<file path="src/sv/rsm_pkg.sv">
// ============================================================================
// rsm_pkg
// Shared widths, exponent table and types for the row softmax block.
// ============================================================================
package rsm_pkg;

    localparam int SCORE_W   = 16;
    localparam int PROB_W    = 16;
    localparam int E_W       = 16;
    localparam int ACC_W     = 32;
    localparam int TAB_W     = 32;
    localparam int EXP_BITS  = 12;
    localparam int ROW_MAX_D = 64;

    typedef logic signed [SCORE_W-1:0] t_score;
    typedef logic [PROB_W-1:0]         t_prob;
    typedef logic [E_W-1:0]            t_e;

    // exp(-2^b/256) in unsigned Q0.32
    function automatic logic [TAB_W-1:0] exp_bit_coef(input logic [3:0] b);
        logic [TAB_W-1:0] c;
        begin
            case (b)
                4'd0:    c = 32'd4278222805;
                4'd1:    c = 32'd4261543595;
                4'd2:    c = 32'd4228380000;
                4'd3:    c = 32'd4162825044;
                4'd4:    c = 32'd4034748382;
                4'd5:    c = 32'd3790295335;
                4'd6:    c = 32'd3344923893;
                4'd7:    c = 32'd2605029347;
                4'd8:    c = 32'd1580030169;
                4'd9:    c = 32'd581260615;
                4'd10:   c = 32'd78665070;
                4'd11:   c = 32'd1440801;
                default: c = '0;
            endcase
            return c;
        end
    endfunction

endpackage

</file>
<file path="src/sv/rsm_if.sv">
// ============================================================================
// rsm_if
// Valid/ready channels for score words in and probability words out.
// ============================================================================
interface rsm_score_if;
    logic            valid;
    logic            ready;
    rsm_pkg::t_score score;
    logic            row_end;

    modport source (output valid, output score, output row_end, input ready);
    modport sink   (input valid, input score, input row_end, output ready);
endinterface

interface rsm_prob_if;
    logic           valid;
    logic           ready;
    rsm_pkg::t_prob prob;
    logic           prob_last;

    modport source (output valid, output prob, output prob_last, input ready);
    modport sink   (input valid, input prob, input prob_last, output ready);
endinterface

</file>
<file path="src/sv/rsm_exp.sv">
// ============================================================================
// rsm_exp
// Iterative fixed-point exp(-delta/256): one table multiply per delta bit.
// ============================================================================
module rsm_exp (
    input  logic                    i_clk,
    input  logic                    i_rst_n,
    input  logic                    i_start,
    input  logic [15:0]             i_delta,
    output logic                    o_done,
    output rsm_pkg::t_e             o_e
);
    import rsm_pkg::*;

    logic [ACC_W-1:0]        r_acc, n_acc;
    logic [EXP_BITS-1:0]     r_bits;
    logic [3:0]              r_bit;
    logic                    r_busy;
    logic                    r_zero;
    logic                    r_done;
    logic [ACC_W+TAB_W-1:0]  prod;
    logic [ACC_W:0]          rnd;

    always_comb begin
        prod  = r_acc * exp_bit_coef(r_bit);
        prod  = prod + (64'd1 << 31);
        n_acc = r_bits[r_bit] ? prod[ACC_W+TAB_W-1:TAB_W] : r_acc;
    end

    always_ff @(posedge i_clk) begin
        if (!i_rst_n) begin
            r_busy <= 1'b0;
            r_done <= 1'b0;
        end else begin
            r_done <= 1'b0;
            if (i_start) begin
                r_acc  <= ACC_W'(32'hFFFF_0000);
                r_bits <= i_delta[EXP_BITS-1:0];
                r_zero <= |i_delta[15:EXP_BITS];
                r_bit  <= '0;
                r_busy <= 1'b1;
            end else if (r_busy) begin
                r_acc <= n_acc;
                r_bit <= r_bit + 4'd1;
                if (r_bit == 4'(EXP_BITS-1)) begin
                    r_busy <= 1'b0;
                    r_done <= 1'b1;
                end
            end
        end
    end

    assign rnd    = {1'b0, r_acc} + 33'h8000;
    assign o_e    = r_zero ? '0 : rnd[E_W+15:16];
    assign o_done = r_done;

endmodule

</file>
<file path="src/sv/rsm_div.sv">
// ============================================================================
// rsm_div
// Restoring divider: floor(e*65535/sum), one quotient bit per cycle.
// ============================================================================
module rsm_div #(
    parameter int SUM_W = 22
) (
    input  logic              i_clk,
    input  logic              i_rst_n,
    input  logic              i_start,
    input  rsm_pkg::t_e       i_e,
    input  logic [SUM_W-1:0]  i_den,
    output logic              o_done,
    output rsm_pkg::t_prob    o_q
);
    import rsm_pkg::*;

    logic [SUM_W-1:0]   r_rem;
    logic [PROB_W-1:0]  r_low;
    logic [SUM_W-1:0]   r_den;
    logic [3:0]         r_cnt;
    logic               r_busy;
    logic               r_done;
    logic [31:0]        num;
    logic [SUM_W:0]     trial;
    logic               qbit;

    // e*65535 without a multiplier
    assign num   = {i_e, 16'h0000} - {16'h0000, i_e};
    assign trial = {r_rem, r_low[PROB_W-1]};
    assign qbit  = trial >= {1'b0, r_den};

    always_ff @(posedge i_clk) begin
        if (!i_rst_n) begin
            r_busy <= 1'b0;
            r_done <= 1'b0;
        end else begin
            r_done <= 1'b0;
            if (i_start) begin
                // quotient < 2^16, so the high half is already below den
                r_rem  <= SUM_W'(num[31:16]);
                r_low  <= num[15:0];
                r_den  <= i_den;
                r_cnt  <= '0;
                r_busy <= 1'b1;
            end else if (r_busy) begin
                r_rem <= qbit ? SUM_W'(trial - {1'b0, r_den}) : trial[SUM_W-1:0];
                r_low <= {r_low[PROB_W-2:0], qbit};
                r_cnt <= r_cnt + 4'd1;
                if (r_cnt == 4'd15) begin
                    r_busy <= 1'b0;
                    r_done <= 1'b1;
                end
            end
        end
    end

    assign o_done = r_done;
    assign o_q    = r_low;

endmodule

</file>
<file path="src/sv/row_softmax.sv">
// ============================================================================
// row_softmax
// Stable softmax over one buffered row of Q8.8 scores, Q0.16 outputs.
// ============================================================================
// Scores are written into a row memory at one word per cycle while the running
// maximum is tracked. The word with row_end (or the ROW_MAX-th word) closes the
// row, and input stalls until the row is done. Pass one reads each score back
// and runs the 12-step exp unit, writing the value into a second memory and
// summing it. Pass two reads each value back and runs the 16-step serial
// divider, then waits for the output register to be free under back-pressure.
module row_softmax
    import rsm_pkg::*;
#(
    parameter int ROW_MAX = ROW_MAX_D
) (
    input  logic         i_clk,
    input  logic         i_rst_n,
    rsm_score_if.sink    i_in,
    rsm_prob_if.source   o_out
);

    localparam int IDX_W = $clog2(ROW_MAX);
    localparam int CNT_W = $clog2(ROW_MAX + 1);
    localparam int SUM_W = IDX_W + E_W;

    typedef enum logic [7:0] {
        S_LOAD  = 8'b0000_0001,
        S_ERD   = 8'b0000_0010,
        S_EXP   = 8'b0000_0100,
        S_EWAIT = 8'b0000_1000,
        S_DRD   = 8'b0001_0000,
        S_DIV   = 8'b0010_0000,
        S_DWAIT = 8'b0100_0000,
        S_OUT   = 8'b1000_0000
    } t_state;

    t_state             r_state;
    logic [CNT_W-1:0]   r_count;
    logic [CNT_W-1:0]   r_n;
    logic [IDX_W-1:0]   r_idx;
    t_score             r_peak;
    logic [SUM_W-1:0]   r_total;
    t_score             r_rd_score;
    t_e                 r_rd_e;
    t_prob              r_q;
    logic               r_out_valid;
    t_prob              r_out_prob;
    logic               r_out_last;

    t_score             row_store [ROW_MAX];
    t_e                 exp_store [ROW_MAX];

    logic               in_fire;
    logic               row_close;
    logic               idx_last;
    logic [SCORE_W:0]   delta;
    logic               exp_done;
    t_e                 exp_e;
    logic               div_done;
    t_prob              div_q;
    logic               out_free;

    assign in_fire   = i_in.valid && i_in.ready;
    assign row_close = i_in.row_end || (r_count == CNT_W'(ROW_MAX - 1));
    assign idx_last  = (CNT_W'(r_idx) + CNT_W'(1)) == r_n;
    assign delta     = {r_peak[SCORE_W-1], r_peak} - {r_rd_score[SCORE_W-1], r_rd_score};
    assign out_free  = !r_out_valid || o_out.ready;

    rsm_exp u_exp (
        .i_clk   (i_clk),
        .i_rst_n (i_rst_n),
        .i_start (r_state == S_EXP),
        .i_delta (delta[SCORE_W-1:0]),
        .o_done  (exp_done),
        .o_e     (exp_e)
    );

    rsm_div #(.SUM_W(SUM_W)) u_div (
        .i_clk   (i_clk),
        .i_rst_n (i_rst_n),
        .i_start (r_state == S_DIV),
        .i_e     (r_rd_e),
        .i_den   (r_total),
        .o_done  (div_done),
        .o_q     (div_q)
    );

    // row memories
    always_ff @(posedge i_clk) begin
        if (in_fire) begin
            row_store[r_count[IDX_W-1:0]] <= i_in.score;
        end
        r_rd_score <= row_store[r_idx];
        if (r_state == S_EWAIT && exp_done) begin
            exp_store[r_idx] <= exp_e;
        end
        r_rd_e <= exp_store[r_idx];
    end

    always_ff @(posedge i_clk) begin
        if (!i_rst_n) begin
            r_state     <= S_LOAD;
            r_count     <= '0;
            r_n         <= '0;
            r_idx       <= '0;
            r_peak      <= '0;
            r_total     <= '0;
            r_out_valid <= 1'b0;
        end else begin
            if (r_state == S_OUT && out_free) begin
                r_out_valid <= 1'b1;
            end else if (o_out.ready) begin
                r_out_valid <= 1'b0;
            end
            unique case (r_state)
                S_LOAD: begin
                    if (in_fire) begin
                        if (r_count == '0 || i_in.score > r_peak) begin
                            r_peak <= i_in.score;
                        end
                        if (row_close) begin
                            r_n     <= r_count + CNT_W'(1);
                            r_count <= '0;
                            r_idx   <= '0;
                            r_total <= '0;
                            r_state <= S_ERD;
                        end else begin
                            r_count <= r_count + CNT_W'(1);
                        end
                    end
                end
                S_ERD:   r_state <= S_EXP;
                S_EXP:   r_state <= S_EWAIT;
                S_EWAIT: begin
                    if (exp_done) begin
                        r_total <= r_total + SUM_W'(exp_e);
                        if (idx_last) begin
                            r_idx   <= '0;
                            r_state <= S_DRD;
                        end else begin
                            r_idx   <= r_idx + IDX_W'(1);
                            r_state <= S_ERD;
                        end
                    end
                end
                S_DRD:   r_state <= S_DIV;
                S_DIV:   r_state <= S_DWAIT;
                S_DWAIT: begin
                    if (div_done) begin
                        r_q     <= div_q;
                        r_state <= S_OUT;
                    end
                end
                S_OUT: begin
                    if (out_free) begin
                        r_out_prob  <= r_q;
                        r_out_last  <= idx_last;
                        if (idx_last) begin
                            r_state <= S_LOAD;
                        end else begin
                            r_idx   <= r_idx + IDX_W'(1);
                            r_state <= S_DRD;
                        end
                    end
                end
                default: r_state <= S_LOAD;
            endcase
        end
    end

    assign i_in.ready      = (r_state == S_LOAD);
    assign o_out.valid     = r_out_valid;
    assign o_out.prob      = r_out_prob;
    assign o_out.prob_last = r_out_last;

    a_count_range: assert property (@(posedge i_clk) disable iff (!i_rst_n)
        r_count < CNT_W'(ROW_MAX))
        else $error("row count out of range");

    a_close_goes_exp: assert property (@(posedge i_clk) disable iff (!i_rst_n)
        in_fire && row_close |=> r_state == S_ERD && r_count == '0)
        else $error("row close did not start exp pass");

    a_exp_done_state: assert property (@(posedge i_clk) disable iff (!i_rst_n)
        exp_done |-> r_state == S_EWAIT)
        else $error("exp result outside wait state");

    a_last_ends_row: assert property (@(posedge i_clk) disable iff (!i_rst_n)
        r_state == S_OUT && out_free && idx_last |=> r_state == S_LOAD && r_out_last)
        else $error("last word did not end row");

endmodule

</file>
<file path="src/flat_wrapper.sv">
// flat-port wrapper written by rule: the top's interface ports become plain ports
module row_softmax_flat import rsm_pkg::*;
#(
    parameter int ROW_MAX = ROW_MAX_D
)
  (i_clk, i_rst_n, i_in_valid, i_in_score, i_in_row_end, i_in_ready, o_out_valid, o_out_prob, o_out_prob_last, o_out_ready);
  rsm_score_if i_in_i ();
  rsm_prob_if o_out_i ();
  input  logic i_clk;
  input  logic i_rst_n;
  input wire logic [$bits(i_in_i.valid)-1:0] i_in_valid;
  input wire logic [$bits(i_in_i.score)-1:0] i_in_score;
  input wire logic [$bits(i_in_i.row_end)-1:0] i_in_row_end;
  output wire logic [$bits(i_in_i.ready)-1:0] i_in_ready;
  output wire logic [$bits(o_out_i.valid)-1:0] o_out_valid;
  output wire logic [$bits(o_out_i.prob)-1:0] o_out_prob;
  output wire logic [$bits(o_out_i.prob_last)-1:0] o_out_prob_last;
  input wire logic [$bits(o_out_i.ready)-1:0] o_out_ready;
  assign i_in_i.valid = i_in_valid;
  assign i_in_i.score = i_in_score;
  assign i_in_i.row_end = i_in_row_end;
  assign i_in_ready = i_in_i.ready;
  assign o_out_valid = o_out_i.valid;
  assign o_out_prob = o_out_i.prob;
  assign o_out_prob_last = o_out_i.prob_last;
  assign o_out_i.ready = o_out_ready;
  row_softmax #(.ROW_MAX(ROW_MAX)) u_core (.i_clk(i_clk), .i_rst_n(i_rst_n), .i_in(i_in_i), .o_out(o_out_i));
endmodule
</file>
<file path="config.mk">
export PLATFORM = sky130hd
export DESIGN_NAME = row_softmax_flat
export DESIGN_NICKNAME = d
export VERILOG_FILES = /design/src/sv/rsm_pkg.sv /design/src/sv/rsm_if.sv /design/src/sv/rsm_exp.sv /design/src/sv/rsm_div.sv /design/src/sv/row_softmax.sv /design/src/flat_wrapper.sv
export SDC_FILE = /design/constraint.sdc
export NUM_CORES = 2
export LEC_CHECK = 0
export BUFFER_PORTS_ARGS = -buffer_cell sky130_fd_sc_hd__buf_2
export CAP_MARGIN = 0
export CELL_PAD_IN_SITES_DETAIL_PLACEMENT = 0
export CELL_PAD_IN_SITES_GLOBAL_PLACEMENT = 1
export CORE_MARGIN = 4
export CORE_UTILIZATION = 40
export CTS_BUF_LIST = sky130_fd_sc_hd__clkbuf_4
export DETAILED_ROUTE_END_ITERATION = 16
export PLACE_DENSITY_LB_ADDON = 0.1
export SLEW_MARGIN = 20
export SYNTH_ARGS = -nofsm -noshare
export SYNTH_HDL_FRONTEND = slang
export SYNTH_SLANG_ARGS = --single-unit
export TNS_END_PERCENT = 50
</file>
<file path="constraint.sdc">
create_clock -name i_clk -period 12 [get_ports i_clk]
set_input_delay 1.2 -clock i_clk [delete_from_list [all_inputs] [get_ports i_clk]]
set_output_delay 1.2 -clock i_clk [all_outputs]
set_load 0.1 [all_outputs]
</file>
==> metrics <==
most frequent cells in the layout=2194 x edfxtp_1, 978 x inv_1, 899 x fa_1, 888 x clkbuf_4, 685 x and2_1; drt wl/cell=~29 um; Reg power frac=between 40% and 50%; first-pass GRT wire length=575100 um; Die ar.=312600 um^2; VDD IR-drop max=between 0.15 and 0.2 mV; Area Growth Syn to Fin=11.49%; antenna-violating nets left=0; Post-Syn Area=121500 um^2; Pwr Total=around 0.022 W; GRT Total Usage=roughly 25%; initial antenna violation count=32; vias in the first global route=roughly 81000; maximum root-to-sink buffer count=4; vias=77890; global route overflow=0; fillcell total=27750; # placed instances=12850; Primary FF master, synth=edfxtp_1; TNS Setup=0 ns; share of layout cells above drive strength 1=between 10 and 15%; final WL=between 300000 and 400000 um; Syn Inst Count=9067; Worst Path Buf+Inv=6; post-CTS setup buffer count=0; die width=around 560 um; relative slew slack=20.27%; multi-input logic area=around 48000 um^2; buffers added on ports=39; CTS tree=done; CTS clk-pin slew, worst paths=roughly 0.080 ns; Max Clock Freq=roughly 110 MHz; Post-Place Setup Slack=~2.8 ns; die height=559.1 um; Slew Limit Fails=0; Top cell by count, worst path=fa_1; CP arrival=10.30 ns; DRC=0; number of I/O pins=40; vias per cell=between 5 and 6; FF+latch count, synth=roughly 2300; total clock sinks=roughly 2300; Max Cap Viol=0; post-layout util=44.77%; Netlist cell types=a little under 90; Leak=around 50 nW; CP delay by family, top=adder cells; Core Area=302500 um^2; Psw=~0.0073 W; Root Buffer=clkbuf_4; data required time of the worst path=approximately 13 ns; number of synthesized flops with an enable pin=approximately 2200; # setup viols final=0; top post-synthesis cells by area=edfxtp_1 54%, fa_1 15%, a22oi_1 4.1%; RSZ-0062 raised after global routing=false; Post-Layout Cell Count=around 14000; slowest stage delay, CP=between 0.9 and 1 ns; Setup crit end kind=flip-flop; Power Dens Cells=approximately 160 nW/um^2; largest net degree at the start of global routing=96; Detail Placement HPWL=about 250000 um; async set or reset register ratio after synthesis=0%; fin crit share=between 70 and 80%; WS Path Type=flip-flop to flip-flop; final critical-path required period=between 9 and 10 ns; worst-margin pin slew=roughly 1.2 ns; post-synth top area share=a little over half; final worst setup slack=2.823 ns; sequential area share after synthesis=between 50% and 60%; Hold Crit Class=primary input to flip-flop; Worst path slowest cell=dfxtp_1; GPL Wtd Cong=0.8325; Hold Vio Cnt, Final=0; final setup skew=0.1683 ns; Initial Utilization=between 40% and 50%; DRT iter0 DRCs=~6200; Synth Warn #=0; most common cell after layout, fill and taps aside=edfxtp_1; CTS H-tree lvls=6; Sw Share=32.77%; syn avg cell area=roughly 13 um^2; status=finished, final reports clean; Comb power frac=between 20% and 30%; Int Power=approximately 0.015 W; Reg area=just under 70000 um^2; drt first pass iters=5; CTS buffer count=between 600 and 700; Yosys top cell by area=edfxtp_1; Rows=roughly 200; Skew-Pair Late Insertion Delay=~1.5 ns; Clk network pwr share=about a third; Worst setup SP type=flip-flop; critical-path maximum fanout=18; syn_nets=just over 10000; fin nets=10780
-- what timing repair did --
action,4_1_cts,5_1_grt
hold buffers,2,0
endpoints found under the hold margin,8,0
resized for setup,0,0
-- Yosys cell counts (135+ instances only) --
cell type  count
edfxtp_1    2194
inv_1        978
fa_1         899
and2_1       686
a22oi_1      661
nand2_1      563
clkbuf_1     470
ha_1         374
nor2_1       308
a21oi_1      222
a31oi_1      203
a221oi_1     191
a22o_1       186
nand4_1      146
dfxtp_1      135
-- per-layer routing --
| layer | wire, um | global-route usage [%] | vias up |
|---|---|---|---|
| li1 | - | - | 33950 |
| met1 | 167700 | 33.97 | 40600 |
| met2 | 193500 | 41.75 | 2806 |
| met3 | 24720 | 3.597 | 522 |
| met4 | 11850 | 7.747 | 10 |
| met5 | 76 | 0 | - |
-- sequential cells by signal, summed over array words and instances, names as in the netlist, 6 cells and up, named ones only --
signal and count:
u_core.exp_store 1024, u_core.row_store 1024, u_core.u_exp.r_acc 32, u_core.r_total 22, u_core.u_div.r_den 22, u_core.u_div.r_rem 22
u_core.o_out.prob 16, u_core.r_peak 16, u_core.r_q 16, u_core.r_rd_e 16, u_core.r_rd_score 16, u_core.u_div.o_q 16
u_core.u_exp.r_bits 12, u_core.r_state 8, u_core.r_count 7, u_core.r_n 7, u_core.r_idx 6
-- logic make-up after synthesis --
kind of cell	count (synthesis)	synth area share, %
flops	2329	56.46
compound gates	1768	10.47
xor+xnor	106	0.7642
mux	20	0.1998
fa+ha+maj	1273	18.67
simple gates	2036	8.673
buf+inv	1535	4.767
-- path summary, 6_finish.rpt --
check	startpoint	endpoint	slack (ns)	cells past startpoint
worst max-delay path	flip-flop	u_core.u_exp.r_acc[15]	2.82	25
worst min-delay path	i_in_score[9]	u_core.row_store[60][9]	0.22	1
worst min register to register	u_core.r_q[10]	u_core.o_out.prob[10]	0.41	0
worst max register to register	flip-flop	u_core.u_exp.r_acc[15]	2.82	25
-- power by group through the flow --
stage          logic [W]  registers (W)  clock network, W
5_1_grt          0.00680        0.00914           0.00768
4_1_cts          0.00609        0.00914           0.00721
2_1_floorplan    0.00407        0.00927                 0
6_report         0.00611        0.00914           0.00701
3_5_place_dp     0.00604        0.00931                 0
3_3_place_gp     0.00607        0.00931                 0
-- area by class of cell --
class | count | share of cell area (%)
Sequential cell | 2329 | 50.64
Timing Repair Buffer | 360 | 2.030
Clock inverter | 187 | 0.8794
Multi-Input combinational cell | 5203 | 35.11
Clock buffer | 888 | 4.922
Antenna cell | 19 | 0.03510
Tap cell | 3978 | 3.675
Inverter | 979 | 2.713
-- through the flow --
| stage | hold WS [ns] | cell area, um^2 |
|---|---|---|
| 2_1_floorplan | 0.4003 | 121500 |
| 3_3_place_gp | 0.4050 | 127400 |
| 4_1_cts | 0.001239 | 135400 |
| 6_report | 0.2207 | 135400 |
| 3_5_place_dp | 0.4045 | 127500 |
| 5_1_grt | 0.07467 | 135400 |
No activity file was read; power rests on OpenSTA's default activity.
